--- src/khrt_pkg.sv ---
package khrt_pkg;

  // Counter and register widths
  localparam int CNT_W      = 16;
  localparam int CFG_AW     = 4;
  localparam int CFG_DW     = 32;
  localparam int KIND_W     = 3;

  // Counter wraps from this value back to 2
  localparam logic [CNT_W-1:0] COUNT_WRAP = 16'd64999;

  // Register reset values
  localparam logic [CNT_W-1:0] DOWN_DELAY_RST   = 16'd3;
  localparam logic [CNT_W-1:0] HOLD_DELAY_RST   = 16'd50;
  localparam logic [CNT_W-1:0] REPEAT_DELAY_RST = 16'd10;

  // Register indexes (word address)
  localparam logic [1:0] REG_DOWN_DELAY   = 2'd0;
  localparam logic [1:0] REG_HOLD_DELAY   = 2'd1;
  localparam logic [1:0] REG_REPEAT_DELAY = 2'd2;

  // Remainder unit: two quotient bits per cycle
  localparam int REM_BITS  = 2;
  localparam int REM_STEPS = CNT_W / REM_BITS;
  localparam int REM_SW    = $clog2(REM_STEPS);

  typedef enum logic [1:0] {
    PH_NONE   = 2'd0,
    PH_DOWN   = 2'd1,
    PH_HOLD   = 2'd2,
    PH_REPEAT = 2'd3
  } phase_t;

  typedef enum logic [KIND_W-1:0] {
    EV_DOWN      = 3'd0,
    EV_HOLD      = 3'd1,
    EV_REPEAT    = 3'd2,
    EV_UP_BEFORE = 3'd3,
    EV_UP_AFTER  = 3'd4
  } event_kind_t;

  // One entry of the per-key state memory
  typedef struct packed {
    phase_t            ph;
    logic [CNT_W-1:0]  cnt;
  } key_ent_t;

  // Remainder unit request and response
  typedef struct packed {
    logic              start;
    logic [CNT_W-1:0]  dividend;
    logic [CNT_W-1:0]  divisor;
  } rem_req_t;

  typedef struct packed {
    logic done;
    logic zero;
  } rem_rsp_t;

endpackage

--- src/khrt_rem.sv ---
module khrt_rem (
  input  logic               clk,
  input  logic               rst_n,
  input  khrt_pkg::rem_req_t req,
  output khrt_pkg::rem_rsp_t rsp
);
  import khrt_pkg::*;

  logic                busy_r;
  logic                done_r;
  logic [REM_SW-1:0]   step_r;
  logic [CNT_W-1:0]    num_r;
  logic [CNT_W-1:0]    rem_r;
  logic [CNT_W-1:0]    div_r;
  logic [CNT_W-1:0]    num_nxt;
  logic [CNT_W-1:0]    rem_nxt;

  // Run REM_BITS restoring steps
  always_comb begin
    logic [CNT_W:0] t;
    num_nxt = num_r;
    rem_nxt = rem_r;
    for (int i = 0; i < REM_BITS; i++) begin
      t = {rem_nxt, num_nxt[CNT_W-1]};
      num_nxt = {num_nxt[CNT_W-2:0], 1'b0};
      if (t >= {1'b0, div_r}) begin
        t = t - {1'b0, div_r};
      end
      rem_nxt = t[CNT_W-1:0];
    end
  end

  // Control: load on start, step while busy, pulse done at the end
  always_ff @(posedge clk) begin
    if (!rst_n) begin
      busy_r <= 1'b0;
      done_r <= 1'b0;
      step_r <= '0;
    end else begin
      done_r <= 1'b0;
      if (req.start) begin
        busy_r <= 1'b1;
        step_r <= '0;
      end else if (busy_r) begin
        step_r <= step_r + 1'b1;
        if (step_r == REM_SW'(REM_STEPS - 1)) begin
          busy_r <= 1'b0;
          done_r <= 1'b1;
        end
      end
    end
  end

  // Datapath
  always_ff @(posedge clk) begin
    if (req.start) begin
      num_r <= req.dividend;
      div_r <= req.divisor;
      rem_r <= '0;
    end else if (busy_r) begin
      num_r <= num_nxt;
      rem_r <= rem_nxt;
    end
  end

  assign rsp.done = done_r;
  assign rsp.zero = (rem_r == '0);

endmodule

--- src/keypad_hold_repeat_tracker_core.sv ---
// Keypad hold/repeat tracker: one tick of pressed keys in, zero to NUM_KEYS events out.
// Keys are visited one by one out of a registered-read state memory, each through the look
// and put states, plus a wait on the 2-bit-per-cycle remainder unit for a key past hold.
// A new tick is taken only in the idle state, after the last one has ended; output stalls hold the walk.
// Reset (synchronous, rst_n low): delays return to 3/50/10, every key reads as
// count zero and phase none, the output is empty; no clearing pass is needed.
module keypad_hold_repeat_tracker_core #(
  parameter int NUM_KEYS = 4,
  localparam int KEY_W = (NUM_KEYS > 1) ? $clog2(NUM_KEYS) : 1
) (
  input  logic                        clk,
  input  logic                        rst_n,
  // tick input
  input  logic                        in_valid,
  output logic                        in_ready,
  input  logic [NUM_KEYS-1:0]         in_pressed_mask,
  // event output
  output logic                        out_valid,
  input  logic                        out_ready,
  output logic [KEY_W-1:0]            out_key_index,
  output logic [khrt_pkg::KIND_W-1:0] out_event_kind,
  output logic                        out_last_event,
  // configuration
  input  logic                        psel,
  input  logic                        penable,
  input  logic                        pwrite,
  input  logic [khrt_pkg::CFG_AW-1:0] paddr,
  input  logic [khrt_pkg::CFG_DW-1:0] pwdata,
  output logic [khrt_pkg::CFG_DW-1:0] prdata,
  output logic                        pready
);
  import khrt_pkg::*;

  typedef enum logic [2:0] {
    S_IDLE,
    S_LOOK,
    S_DIV,
    S_PUT,
    S_END
  } state_t;

  state_t               state_r;
  logic [CNT_W-1:0]     down_delay_r;
  logic [CNT_W-1:0]     hold_delay_r;
  logic [CNT_W-1:0]     repeat_delay_r;

  logic [NUM_KEYS-1:0]  mask_r;
  logic [KEY_W-1:0]     key_r;
  logic [CNT_W-1:0]     cnt_r;
  phase_t               ph_r;
  logic                 send_r;
  event_kind_t          kind_r;

  logic                 pend_v_r;
  logic [KEY_W-1:0]     pend_key_r;
  event_kind_t          pend_kind_r;

  logic                 out_valid_r;
  logic [KEY_W-1:0]     out_key_r;
  event_kind_t          out_kind_r;
  logic                 out_last_r;

  // State memory and its valid bits
  key_ent_t             mem [NUM_KEYS];
  logic [NUM_KEYS-1:0]  vld_r;
  key_ent_t             rd_q_r;
  logic                 rd_vld_r;
  logic                 rd_en;
  logic [KEY_W-1:0]     rd_addr;
  logic                 mem_we;
  key_ent_t             wr_ent;

  rem_req_t             rem_req;
  rem_rsp_t             rem_rsp;

  logic                 cfg_wr;
  logic                 accept;
  logic                 last_key;
  logic                 slot_free;
  logic                 put_go;
  logic                 end_go;
  logic                 push;
  logic                 push_last;

  logic [CNT_W-1:0]     cur_cnt;
  phase_t               cur_ph;
  logic                 pressed;
  logic [CNT_W-1:0]     base_cnt;
  logic [CNT_W-1:0]     inc_cnt;
  logic                 down_hit;
  logic                 hold_hit;
  phase_t               ph_a;
  phase_t               ph_b;
  logic                 need_rep;
  logic                 look_send;
  event_kind_t          look_kind;

  // Configuration registers
  assign pready = 1'b1;
  assign cfg_wr = psel && penable && pwrite;

  always_ff @(posedge clk) begin
    if (!rst_n) begin
      down_delay_r   <= DOWN_DELAY_RST;
      hold_delay_r   <= HOLD_DELAY_RST;
      repeat_delay_r <= REPEAT_DELAY_RST;
    end else if (cfg_wr) begin
      case (paddr[3:2])
        REG_DOWN_DELAY:   down_delay_r   <= pwdata[CNT_W-1:0];
        REG_HOLD_DELAY:   hold_delay_r   <= pwdata[CNT_W-1:0];
        REG_REPEAT_DELAY: repeat_delay_r <= pwdata[CNT_W-1:0];
        default:          ;
      endcase
    end
  end

  always_comb begin
    case (paddr[3:2])
      REG_DOWN_DELAY:   prdata = {{(CFG_DW-CNT_W){1'b0}}, down_delay_r};
      REG_HOLD_DELAY:   prdata = {{(CFG_DW-CNT_W){1'b0}}, hold_delay_r};
      REG_REPEAT_DELAY: prdata = {{(CFG_DW-CNT_W){1'b0}}, repeat_delay_r};
      default:          prdata = '0;
    endcase
  end

  // Handshake and sequencing conditions
  assign in_ready  = (state_r == S_IDLE);
  assign accept    = in_valid && in_ready;
  assign last_key  = (key_r == KEY_W'(NUM_KEYS - 1));
  assign slot_free = !out_valid_r || out_ready;
  assign put_go    = !(send_r && pend_v_r && !slot_free);
  assign end_go    = !pend_v_r || slot_free;

  // Read the next key's entry on accept or when advancing
  assign rd_en   = accept || (state_r == S_PUT && put_go && !last_key);
  assign rd_addr = accept ? '0 : key_r + 1'b1;

  assign mem_we     = (state_r == S_PUT) && put_go;
  assign wr_ent.ph  = ph_r;
  assign wr_ent.cnt = cnt_r;

  always_ff @(posedge clk) begin
    if (mem_we) begin
      mem[key_r] <= wr_ent;
    end
  end

  always_ff @(posedge clk) begin
    if (rd_en) begin
      rd_q_r <= mem[rd_addr];
    end
  end

  always_ff @(posedge clk) begin
    if (!rst_n) begin
      vld_r    <= '0;
      rd_vld_r <= 1'b0;
    end else begin
      if (mem_we) begin
        vld_r[key_r] <= 1'b1;
      end
      if (rd_en) begin
        rd_vld_r <= vld_r[rd_addr];
      end
    end
  end

  // Step one key: advance the count, walk the phase and pick the event
  always_comb begin
    cur_cnt  = rd_vld_r ? rd_q_r.cnt : '0;
    cur_ph   = rd_vld_r ? rd_q_r.ph : PH_NONE;
    pressed  = mask_r[key_r];
    base_cnt = (cur_cnt >= COUNT_WRAP) ? CNT_W'(1) : cur_cnt;
    inc_cnt  = base_cnt + 1'b1;
    down_hit = (inc_cnt >= down_delay_r) && (inc_cnt < hold_delay_r) && (cur_ph == PH_NONE);
    ph_a     = down_hit ? PH_DOWN : cur_ph;
    hold_hit = (inc_cnt >= hold_delay_r) && (ph_a == PH_DOWN);
    ph_b     = hold_hit ? PH_HOLD : ph_a;
    need_rep = pressed && (repeat_delay_r != '0) && (ph_b == PH_HOLD || ph_b == PH_REPEAT);
    if (pressed) begin
      look_send = down_hit || hold_hit;
      case (ph_b)
        PH_DOWN: look_kind = EV_DOWN;
        PH_HOLD: look_kind = EV_HOLD;
        default: look_kind = EV_REPEAT;
      endcase
    end else begin
      look_send = (cur_ph != PH_NONE);
      look_kind = (cur_ph == PH_DOWN) ? EV_UP_BEFORE : EV_UP_AFTER;
    end
  end

  // Repeat test: count modulo repeat delay
  assign rem_req.start    = (state_r == S_LOOK) && need_rep;
  assign rem_req.dividend = inc_cnt;
  assign rem_req.divisor  = repeat_delay_r;

  khrt_rem u_rem (
    .clk   (clk),
    .rst_n (rst_n),
    .req   (rem_req),
    .rsp   (rem_rsp)
  );

  // Output push: a held event goes out once the next one or the tick end is known
  assign push      = ((state_r == S_PUT) && send_r && pend_v_r && slot_free)
                  || ((state_r == S_END) && pend_v_r && slot_free);
  assign push_last = (state_r == S_END);

  // Sequencer, held event and output register
  always_ff @(posedge clk) begin
    if (!rst_n) begin
      state_r     <= S_IDLE;
      pend_v_r    <= 1'b0;
      out_valid_r <= 1'b0;
      key_r       <= '0;
      send_r      <= 1'b0;
    end else begin
      if (push) begin
        out_valid_r <= 1'b1;
        out_key_r   <= pend_key_r;
        out_kind_r  <= pend_kind_r;
        out_last_r  <= push_last;
      end else if (out_ready) begin
        out_valid_r <= 1'b0;
      end

      case (state_r)
        S_IDLE: begin
          if (accept) begin
            mask_r  <= in_pressed_mask;
            key_r   <= '0;
            state_r <= S_LOOK;
          end
        end
        S_LOOK: begin
          cnt_r   <= pressed ? inc_cnt : '0;
          ph_r    <= pressed ? ph_b : PH_NONE;
          send_r  <= look_send;
          kind_r  <= look_kind;
          state_r <= need_rep ? S_DIV : S_PUT;
        end
        S_DIV: begin
          if (rem_rsp.done) begin
            if (rem_rsp.zero) begin
              ph_r   <= PH_REPEAT;
              send_r <= 1'b1;
              kind_r <= EV_REPEAT;
            end
            state_r <= S_PUT;
          end
        end
        S_PUT: begin
          if (put_go) begin
            if (send_r) begin
              pend_v_r    <= 1'b1;
              pend_key_r  <= key_r;
              pend_kind_r <= kind_r;
            end
            if (last_key) begin
              state_r <= S_END;
            end else begin
              key_r   <= key_r + 1'b1;
              state_r <= S_LOOK;
            end
          end
        end
        S_END: begin
          if (end_go) begin
            pend_v_r <= 1'b0;
            state_r  <= S_IDLE;
          end
        end
        default: state_r <= S_IDLE;
      endcase
    end
  end

  assign out_valid      = out_valid_r;
  assign out_key_index  = out_key_r;
  assign out_event_kind = out_kind_r;
  assign out_last_event = out_last_r;

`ifndef SYNTH
  // A new tick never starts with an event still held back
  a_idle_no_pend: assert property (@(posedge clk) disable iff (!rst_n)
    in_ready |-> !pend_v_r)
    else $error("held event left over at tick start");

  // The remainder unit only answers while the sequencer waits for it
  a_rem_done_in_div: assert property (@(posedge clk) disable iff (!rst_n)
    rem_rsp.done |-> (state_r == S_DIV))
    else $error("remainder result outside wait state");

  // A released key is written back with a zero count
  a_clear_count: assert property (@(posedge clk) disable iff (!rst_n)
    (mem_we && wr_ent.ph == PH_NONE) |-> (wr_ent.cnt == '0) || mask_r[key_r])
    else $error("cleared key keeps a count");

  // The final event of a tick leaves only from the tick end
  a_last_at_end: assert property (@(posedge clk) disable iff (!rst_n)
    (out_valid_r && out_last_r && !$past(out_valid_r && !out_ready)) |->
      $past(state_r == S_END))
    else $error("last event pushed mid tick");
`endif

endmodule

--- config.mk ---
export PLATFORM = sky130hd
export DESIGN_NAME = keypad_hold_repeat_tracker_core
export DESIGN_NICKNAME = d
export VERILOG_FILES = /design/src/khrt_pkg.sv /design/src/khrt_rem.sv /design/src/keypad_hold_repeat_tracker_core.sv
export SDC_FILE = /design/constraint.sdc
export NUM_CORES = 1
export LEC_CHECK = 0
export ABC_AREA = 1
export BUFFER_PORTS_ARGS = -buffer_cell sky130_fd_sc_hd__clkbuf_2
export CAP_MARGIN = 25
export CORE_ASPECT_RATIO = 0.8
export CORE_UTILIZATION = 60
export CTS_CLUSTER_SIZE = 30
export DETAILED_ROUTE_END_ITERATION = 7
export GPL_TIMING_DRIVEN = 0
export PLACE_DENSITY = 0.79
export SYNTH_ARGS = -nofsm -noshare
export SYNTH_HDL_FRONTEND = slang
export SYNTH_SLANG_ARGS = --single-unit
--- constraint.sdc ---
create_clock -name clk -period 6.8 [get_ports clk]
set_input_delay 0.68 -clock clk [delete_from_list [all_inputs] [get_ports clk]]
set_output_delay 0.68 -clock clk [all_outputs]
set_load 0.05 [all_outputs]
# == Word level (Yosys, flattened, before mapping) ==
# Memory sizes are Yosys's and may differ from the RTL's. A register that Yosys moved wholly into a read port is not among the register bits.
# Index checks and enable logic that the tools add are counted.
# totals
register_bits,150
ramBits,72
out_inout_bits,41
memories,1
# op_classes
n_addsub,5
n_lt_le_gt_ge,9
n_eq_ne,20
n_mux,54
n_bitwise,4
n_reduce_logical,55
# memory_table
memory,depth,word_bits,read_ports,rd_ports_with_merged_regs,write_ports,line_no,source
mem,4,18,1,1,1,keypad_hold_repeat_tracker_core.sv:64,key_ent_t mem [NUM_KEYS];
# op_table
cell,n
16-bit 2-to-1 mux,6
16-bit case mux with 3 select lines,1
17-bit by 16-bit greater-or-equal comparator with 1-bit output,2
16-bit greater-or-equal comparator,2
16-bit subtractor,2
3-bit 2-to-1 mux,9
2-bit 2-to-1 mux,10
4-bit AND reduction,5
1-bit logical AND,19
1-bit 2-to-1 mux,18
"16-bit by 1-bit adder with 16-bit output, second input constant",1
"16-bit greater-or-equal comparator, second input constant",1
16-bit logical NOT,1
16-bit < comparator,1
16-bit nonzero test,1
3-bit case mux with 5 select lines,1
2-bit case mux with 2 select lines,3
2-bit nonzero test,6
"2-bit inequality test, second input constant",5
2-bit AND reduction,5
"2-bit by 1-bit == test with 1-bit output, second input constant",4
"2-bit == test, second input constant",4
"3-bit by 2-bit == test with 1-bit output, second input constant",2
"3-bit == test, second input constant",2
19 further kinds,36

# == Longest topological paths before layout ==
# Gate-level depths: netlist of run 1.
# depth
depth_word,16
ltp_mapped,37
depth_no_buf,34

# == Cells and area by module ==
# From an unflattened synthesis of run 1, not the netlist that was laid out.
# unflattened
hier_cells,1488
area_unflattened_um2,13220.2
# by_module_without_submodules
module,instances,cells_per_inst,area_per_inst_um2,seq_area_each_um2
keypad_hold_repeat_tracker_core,1,893,8787.2,5004.8
khrt_rem,1,595,4433.0,1381.3

# == Least setup slack after synthesis of run 1 ==
# OpenSTA, ideal clock, no wires.
# synth_path
kind,reg-to-reg
from,register rd_vld_r
to,"register u_rem.num_r[0], enable pin"
arrival_ns,4.543
t_required_ns,6.428
slack_ns,1.886
path_stages_with_launch,33
n_path_buf,4
synth_period_minus_slack_ns,4.914
cell_sequence,dfxtp_1 buf_4 nand2_1 inv_2 nand3_1 inv_1 nor2_1 o21ai_1 nand2_2 buf_4 nand2_1 ha_1 inv_1 nor2_2 nand3_1 nor2_1 xnor2_1 inv_1 ha_1 nand2_1 o21a_1 nand2_1 a21oi_1 nand3_1 nand2_1 nand2_1 nand2_1 nand2_1 nor2_2 inv_2 buf_6 buf_2 nand2_1
# synth_rtl
element,line_no,source
start: declaration,keypad_hold_repeat_tracker_core.sv:67,logic rd_vld_r;
start signal: assignment,keypad_hold_repeat_tracker_core.sv:163,rd_vld_r <= vld_r[rd_addr];
end signal: assignment,khrt_rem.sv:57,num_r <= req.dividend;
end signal: assignment,khrt_rem.sv:61,num_r <= num_nxt;
end: declaration,khrt_rem.sv:12,logic [CNT_W-1:0] num_r;

==> results of run 1 <==
-- cells by family (layout without fill, tap and decap cells) --
kind of cell,count (synthesis),after routing,synth area share [%]
compound gates,243,243,11.4
xor+xnor,26,26,1.76
fa+ha+maj,74,74,7.29
buf+inv,260,362,8.37
flops,240,240,49.5
other cells,2,17,0.0582
simple gates,650,650,21.6
-- sequential cells by signal (all words and copies together), names as in the netlist, 2 cells and up --
signal          cells
u_rem.rem_r        16
hold_delay_r       16
pend_key_r          2
cnt_r              16
rd_q_r             18
down_delay_r       16
out_key_index       2
out_event_kind      3
state_r             3
mem                72
u_rem.step_r        3
mask_r              4
key_r               2
vld_r               4
pend_kind_r         3
repeat_delay_r     16
kind_r              3
u_rem.num_r        16
ph_r                2
u_rem.div_r        16
-- layer usage --
layer / global-route usage, % / up-vias / wire (microns)
met4: 8.67 / 0 / 765
met2: 48.0 / 520 / 14700
met5: 0 / - / 0
met1: 43.2 / 4980 / 14900
li1: - / 5186 / -
met3: 4.52 / 68 / 2750
-- layout make-up --
cell class,instances,area share [%]
well taps,269,2.32
flip-flops and latches,240,44.1
plain buffers,65,2.41
clock inverters,16,1.18
clock buffers,30,4.59
inverters,195,5.06
repair buffers,56,2.23
multi-input cells,1010,38.1
-- metrics by stage --
step / cells / util [%]
3_5_place_dp: 1834 / 65.3
3_3_place_gp: 1831 / 65.0
4_1_cts: 1880 / 69.3
5_1_grt: 1881 / 69.3
6_report: 1881 / 69.3
2_1_floorplan: 1510 / -
-- power by group through the flow --
stage	Clock [mW]	Combinational, mW	Sequential (mW)
finish	1.39	3.03	2.02
global route	1.44	3.40	2.04
CTS	1.40	2.97	2.01
detailed placement	0	2.94	2.04
global placement	0	2.84	2.04
floorplan	0	2.25	1.98
-- timing repair --
item	4_1_cts	5_1_grt
endpoints found under the setup margin	0	16
endpoints found under the hold margin	0	0
gates resized for setup	0	1
-- worst min path at each step --
stage | startpoint | cells past startpoint | slack [ns] | end
floorplan | pend_kind_r[0] | 0 | 0.40 | out_event_kind[0]
global placement | pend_kind_r[0] | 0 | 0.42 | out_event_kind[0]
detailed placement | pend_kind_r[1] | 0 | 0.42 | out_event_kind[1]
CTS | in_pressed_mask[2] | 1 | 0.32 | mask_r[2]
global route | in_pressed_mask[2] | 1 | 0.32 | mask_r[2]
finish | in_pressed_mask[2] | 1 | 0.32 | mask_r[2]
-- placed cells by master, fill, tap and decap left out, types with 5 or more instances in the layout --
master,count
sky130_fd_sc_hd__o211ai_1,23
sky130_fd_sc_hd__o31ai_1,18
sky130_fd_sc_hd__clkbuf_1,38
sky130_fd_sc_hd__xor2_1,11
sky130_fd_sc_hd__clkinv_2,5
sky130_fd_sc_hd__inv_2,7
sky130_fd_sc_hd__nand3b_1,14
sky130_fd_sc_hd__o221ai_1,16
sky130_fd_sc_hd__a21o_1,7
sky130_fd_sc_hd__ha_1,72
sky130_fd_sc_hd__o21ai_0,75
sky130_fd_sc_hd__a21oi_1,75
sky130_fd_sc_hd__nand3_1,85
sky130_fd_sc_hd__inv_1,187
sky130_fd_sc_hd__nand2_1,335
sky130_fd_sc_hd__nand2_2,5
sky130_fd_sc_hd__buf_4,20
sky130_fd_sc_hd__nor4_1,9
sky130_fd_sc_hd__xnor2_1,15
sky130_fd_sc_hd__o21bai_1,6
sky130_fd_sc_hd__conb_1,17
sky130_fd_sc_hd__clkbuf_2,53
sky130_fd_sc_hd__nand4_1,14
sky130_fd_sc_hd__buf_2,6
sky130_fd_sc_hd__nor3_1,9
sky130_fd_sc_hd__nor2_1,147
sky130_fd_sc_hd__dfxtp_1,82
sky130_fd_sc_hd__or2_2,18
sky130_fd_sc_hd__clkbuf_16,25
sky130_fd_sc_hd__o21ai_1,8
sky130_fd_sc_hd__edfxtp_1,158
==> impl_summary.md, run 1 <==
Run status
The run finished, with violations left. The final reports fail on design-rule violations.

Drt
The final antenna-violating net count is 0. Wires add up to roughly 33000 microns. The final routed wire length divided by cell count is 17.6 microns. In this run, the number of DRC markers left after iteration 0 of detailed routing was approximately 1.2k. In the routed layout, each cell is associated on average with a via count of 5.72. The number of iterations in the first detailed-routing pass is 7. For this block, the via count after detailed routing is 10.8k.

The DRC violations left is 6.

Pwr
Net switching is between 40% and 50% of the power. Power comes to approximately 6.4 mW. Combinational cells account for approximately 47% of the total power.

For this design the ratio of total power to cell area is between 400 and 500 nW/um^2. Sequential cells account for a little under a third of the total power. The analysis attributes to cell leakage a power of 6.50 nW. The clock power share is between 20% and 30%.

The total net switching power is ~2.7 mW. The maximum vdd drop is ~0.00027 V. Internal power comes to 3.72 mW.

Final layout
The fraction of final layout cells with drive strength greater than 1 is 10.7%. The net count of the finished layout is between 1.5k and 2k. The sequential cell area in the final layout is around 6400 sq um.

The area growth from synthesis to layout is 12.1%. The number of inserted diodes is 0. The finished cells cover between 10000 and 15000 sq um. Summing all multi-input logic gate instances after layout gives 5510 sq um. Counting the fill cells in the layout gives approximately 1.7k.

STA
The final worst-path setup slack is 0.577 ns. The worst slew margin relative to its limit is between 30% and 40%. The portion of the clock cycle consumed by the worst path in the final layout is 91.5%.

The clock period could shrink to between 6 and 7 ns. The final count of negative-setup-slack endpoints is 0. The final hold violation count is 0. The fmax is roughly 160 MHz. Setup total negative slack on the finished layout was measured at 0 ns. Across all hold checks on the routed design, the worst slack comes to approximately 0.32 ns. At the pin with the least slew margin, the transition time is approximately 0.9 ns. Setup repair after global routing left no endpoint under its margin. The max-slew violation total from the final report was 0.

Between clock sinks in the finished design, the worst skew comes to 0.0258 ns.

Setup path
The critical path in this run is classified as flip-flop to flip-flop. STA classifies the critical path endpoint as a flip-flop. The logic depth of the worst setup path including buffers is 32. On the critical path, the stage with the largest delay is an instance of sky130_fd_sc_hd__nand2_1.

The delay of the slowest critical-path stage is 0.55 ns. The data arrival time of the critical path is approximately 6.4 ns. The startpoint of the lowest-slack register-to-register path is rd_vld_r.

The cell depth of the worst flop-to-flop path is 32. Among cell families on the critical path, the largest total delay comes from simple AND/OR/NAND/NOR gates. The number of buffers and inverters on the critical path is 10. The launch point of the worst path is rd_vld_r.

The top fanout value on the critical path is 18. The worst setup path is launched from a flip-flop. The setup slack on the worst flop-to-flop path is 0.58 ns.

By instance count, the cell type seen most on the critical path is sky130_fd_sc_hd__nand2_1. Following the worst setup path forward leads to its endpoint at u_rem.num_r[8]. For the worst setup path, the data required time is about 6.9 ns. The terminus of the critical flop-to-flop path is u_rem.num_r[8].

Placement
The routability congestion estimate is between 0.9 and 1. The number of buffers inserted by port buffering is 52. OpenSTA, run right after detailed placement, puts the worst setup slack at 0.450 ns. Detailed placement ended at an HPWL of ~24000 microns.

The placed standard-cell area is 13600 sq um.

Hold path
In this run the worst hold path is classified as input pin to flip-flop.

CTS
Clock tree synthesis inserted a total of 25 buffers. The clock drives 240 sinks. In this run, post-CTS hold repair placed 0 buffers. The clock edge transition at the registers on the reported setup and hold paths is about 0.06 ns. At the later pin of the worst-skew pair, clock insertion delay measures around 0.53 ns. The tree is rooted in a sky130_fd_sc_hd__clkbuf_16. In this run the number of H-tree levels came out at 1. The clock passes through at most 3 buffers. Once the clock tree was built, the setup fixing pass inserted 0 buffers. TritonCTS built the clock tree.

Global routing
The aggregate global routing overflow is 0. The global-route wire length before repair is between 50000 and 60000 microns. The number of global-route vias before repair is between 10k and 15k.

Entering global routing, the biggest net connects 20 pins. The global routing usage summed across all routing layers is a little under a third. The initial antenna violation count is 0.

Die
The core region is between 20000 and 25000 sq um. The number of core rows is 47. The die covers approximately 22000 sq um.

The initial core utilization is 61.8%. The die is ~130 microns tall. The I/O pin count is 88. The die is 166 microns wide.

Yosys
The most used flip-flop cell after synthesis is sky130_fd_sc_hd__edfxtp_1. The fraction of synthesized cell area taken by the top area cell type is about 37%. The post-synthesis cell type count is 48. After synthesis, the cell types taking the most area are sky130_fd_sc_hd__edfxtp_1, sky130_fd_sc_hd__dfxtp_1, sky130_fd_sc_hd__nand2_1. The commonest cells after synthesis are sky130_fd_sc_hd__nand2_1, sky130_fd_sc_hd__inv_1, sky130_fd_sc_hd__edfxtp_1, sky130_fd_sc_hd__nor2_1, sky130_fd_sc_hd__nand3_1. Sequential cells were found to cover between 40% and 50% of the synthesized design area. The count of yosys warnings during synthesis is 0.

The number of flops mapped to enable cells by yosys is roughly 160. The cell taking the most area after synthesis is sky130_fd_sc_hd__edfxtp_1. Of all flip-flops after synthesis, the portion carrying an async set or reset was 0%. The synthesized flop and latch total is between 200 and 250. The instance count of the mapped netlist is ~1.5k. The leading cell type by number of instances after synthesis is sky130_fd_sc_hd__nand2_1. The average footprint of a synthesized cell is between 8 and 9 sq um. The cell area that synthesis handed to floorplanning was between 10000 and 15000 sq um.

Job
Max-cap violations in this run came to 0.
No activity file was read; power rests on OpenSTA's default activity.
==> run 2, diff against run 1 <==
ABC_AREA = default   (was 1)
==> run 2 against run 1 <==
Flip-flop and latch count stayed put; synthesized cell count is 20% lower; maximum frequency is 1.5% lower; cell count is 16% lower; critical path type unchanged; the run now ends clean; global-route usage is 0.80 points lower; count of clock-buffer cells in the layout is 3 higher.
==> impl_summary.md, run 2 <==
Placement
Before CTS, the worst setup slack after placement is ~0.50 ns. Input and output buffers added on the ports amount to 52. The number of placed instances, taps included, is 1539.

The placed standard-cell area is approximately 13000 sq um. The routability congestion estimate is 0.960. Once detailed placement completed, the half-perimeter wirelength came to about 22000 microns.

STA
The clock tree skew after final layout is 0.0164 ns. After layout, the worst setup slack is approximately 0.48 ns. For the pin with the worst max-slew slack, the measured transition is roughly 1.0 ns. Setup repair after global routing left no endpoint under its margin. The summed negative setup slack over all endpoints is 0 ns. The final count of negative-setup-slack endpoints is 0.

The max-slew violation total from the final report is 0. The fmax is 158 MHz. After layout, the worst path uses roughly 93% of the clock period. The final hold violation count was 0. The smallest clock period supported by the final layout is computed as around 6.3 ns. Headroom to the max-slew limit came out at around a third.

Final layout
The post-route non-filler standard cell count is between 1.5k and 2k. The library cell used most frequently in the layout, excluding fill and tap cells, is sky130_fd_sc_hd__nand2_1. The largest registers in the layout are mem: 72 flops, rd_q_r: 18 flops. The repair_antennas step left the layout with diodes totalling 0. The total non-filler cell area in the finished layout is between 10000 and 15000 sq um. The fraction of final layout cells with drive strength greater than 1 is a little under an eighth. mem holds more flip-flops than any other register. For this run, the share of the core covered by cells in the final layout is between 60% and 70%. The area growth from synthesis to layout is 11.6%. Leaving out fill and tap cells, the most frequent cells in the layout are sky130_fd_sc_hd__nand2_1, sky130_fd_sc_hd__edfxtp_1, sky130_fd_sc_hd__dfxtp_1, sky130_fd_sc_hd__ha_1, sky130_fd_sc_hd__inv_1.

The number of flip-flops in the largest register is 72. For this run, the post-layout net count is 1417.

CTS
The number of hold buffers added after cts is 0. The setup fix buffers added after clock tree synthesis is 0. Clock-pin slew was measured on the worst setup and hold paths at roughly 0.060 ns. Once the clock tree was built, the resizer swapped 0 gates to a different size. The maximum count of clock buffers along a single path is 3. Counting the buffers created by CTS gives 24.

The clock drives 240 sinks. Clock latency on the worst-skew pair, taken at its later pin, is roughly 0.52 ns. The cell sitting at the root of the clock tree is a sky130_fd_sc_hd__clkbuf_16. The TritonCTS clock tree is yes. In this run the number of H-tree levels came out at 1.

Yosys
The instance count of the mapped netlist is 1199. After Yosys synthesis, and, or, nand and nor cells account for 14.9% of the synthesized area. The cell taking the most area after synthesis is sky130_fd_sc_hd__edfxtp_1. The async set or reset register ratio after synthesis is 0%. The adder and majority cell fraction of the synthesized area is 7.47%. The register area share after synthesis is 50.7%. After Yosys synthesis, XOR and XNOR cells account for about 2.2% of the synthesized area.

Ranked by total cell area, the synthesized netlist is headed by sky130_fd_sc_hd__edfxtp_1, sky130_fd_sc_hd__dfxtp_1, sky130_fd_sc_hd__ha_1. The number of flops mapped to enable cells by yosys is 158. The synthesized flop and latch total is 240. The dominant register cell in the synthesized netlist is sky130_fd_sc_hd__edfxtp_1.

The count of yosys warnings during synthesis is 0. By count the netlist is led by sky130_fd_sc_hd__nand2_1, sky130_fd_sc_hd__edfxtp_1, sky130_fd_sc_hd__dfxtp_1, sky130_fd_sc_hd__ha_1, sky130_fd_sc_hd__inv_1. The fraction of the mapped netlist area in compound gates is 14.5%. After synthesis, the largest family of logic cells by area is simple AND/OR/NAND/NOR gates. In this run the biggest area consumer among cell types represents a little under two fifths of the synthesized area. Dividing the synthesized area by the synthesized cell count gives 10.5 sq um.

The netlist area before placement is around 13000 sq um. The leading cell type by number of instances after synthesis is sky130_fd_sc_hd__nand2_1. The post-synthesis cell type count is 80. The proportion of synthesized area in mux cells is about 5.4%.

Setup path
The worst setup path is of the flip-flop to flip-flop kind. For the worst setup path, the data arrival time is approximately 6.5 ns. The top fanout value on the critical path is 16. The worst setup path is captured at a flip-flop. The startpoint of the lowest-slack register-to-register path is rd_q_r[11]. The worst setup path is launched from a flip-flop. The required time at the worst-slack endpoint is just under 7 ns. The launch point of the worst path is rd_q_r[11].

Pwr
The leakage power figure is 5.48 nW. The power density over cell area is roughly 280 nW/um^2. The maximum vdd drop is about 0.0002 V.

Die
The die width is ~160 microns. Once the floorplan was initialized, standard cells occupied about 61% of the core. The core outline area is 20600 sq um.

The die covers approximately 22000 sq um. The initialized floorplan defines between 40 and 50 standard-cell rows. The die height is between 100 and 150 microns. The I/O pin count is slightly below 90.

Global routing
The pin count of the biggest net entering global routing is 26. The global routing usage summed across all routing layers is a little under 30%. The first global-routing pass estimated around 49000 microns of wire. Summed over all layers, the global routing overflow is 0. The initial antenna violation count is 1. The number of global-route vias before repair came to about 9k.

Hold path
The tightest min-delay check is of the input pin to flip-flop type. In this run the most critical hold path is launched from in_pressed_mask[2].

Drt
The violation count after the first detailed-route iteration is 1000. The DRC violations left is 0. The per-cell via count in the routed design is roughly 6.

The total routed wirelength is roughly 31000 microns. The pre-antenna-repair detailed-routing pass consisted of 7 iterations. The final routed wire length divided by cell count is approximately 19 microns. The routed layout has approximately 9.5k vias. The final antenna-violating net count is 0.

Job
The number of maximum-capacitance violations is 0.

Run status
The run finished with clean final reports.
run 2: stage by stage:
step	hold slack (ns)	power, mW
floorplan	0.400	2.48
global placement	0.403	2.69
detailed placement	0.406	2.71
CTS	0.327	3.95
global route	0.329	4.13
finish	0.339	3.96
run 2: layout make-up:
type	instances	area, sq um
inverters	66	250
multi-input cells	847	5670
well taps	269	337
plain buffers	61	343
fillers	1598	6590
repair buffers	56	345
clock inverters	9	66.3
clock buffers	33	656
flip-flops and latches	240	6390
run 2: final timing paths:
check                     end  slack, ns  cells past startpoint
max            u_rem.num_r[1]       0.48                     23
min                 mask_r[2]       0.34                      1
max reg2reg    u_rem.num_r[1]       0.48                     23
min reg2reg  out_key_index[0]       0.42                      0
run 2: logic make-up (layout without fill, tap and decap cells):
logic type,count (synthesis),in the layout
AOI/OAI and AO/OA,260,260
xor gates and xnor gates,32,32
adders and majority gates,74,74
buffers and inverters,127,225
DFF,240,240
muxes,64,64
other,2,17
and+or+nand+nor,400,400
run 2: worst max-delay path, stage by stage, from the launching register on:
cell and delay, ns:
sky130_fd_sc_hd__edfxtp_1 0.41, sky130_fd_sc_hd__and3_1 0.23, sky130_fd_sc_hd__and4_1 0.21, sky130_fd_sc_hd__o21ai_0 0.27
sky130_fd_sc_hd__a21boi_1 0.51, sky130_fd_sc_hd__ha_1 0.30, sky130_fd_sc_hd__nand2_1 0.07, sky130_fd_sc_hd__nor2_1 0.25
sky130_fd_sc_hd__nand3_1 0.12, sky130_fd_sc_hd__nor2_1 0.23, sky130_fd_sc_hd__nand3_1 0.13, sky130_fd_sc_hd__xor2_1 0.17
sky130_fd_sc_hd__and2_1 0.20, sky130_fd_sc_hd__ha_1 0.29, sky130_fd_sc_hd__nand4_1 0.12, sky130_fd_sc_hd__or3_4 0.45
sky130_fd_sc_hd__nor4_1 0.55, sky130_fd_sc_hd__a21oi_1 0.14, sky130_fd_sc_hd__a21oi_2 0.28, sky130_fd_sc_hd__nand2_4 0.13
sky130_fd_sc_hd__inv_4 0.16, sky130_fd_sc_hd__nor2_4 0.08, sky130_fd_sc_hd__buf_6 0.15, sky130_fd_sc_hd__inv_1 0.48
run 2: routing by layer:
layer	vias up	part of all wire, %	GRT usage [%]
met1	4467	45	43.5
met3	74	8.9	4.42
met5	-	0	0
met4	0	3.0	9.05
li1	4515	-	-
met2	437	44	44.5
run 2: power breakdown:
group / leakage, nW / total [mW] / switching, mW / internal (mW)
registers: 2.09 / 1.75 / 0.0865 / 1.67
logic: 3.05 / 0.959 / 0.569 / 0.390
clock network: 0.344 / 1.25 / 0.542 / 0.708
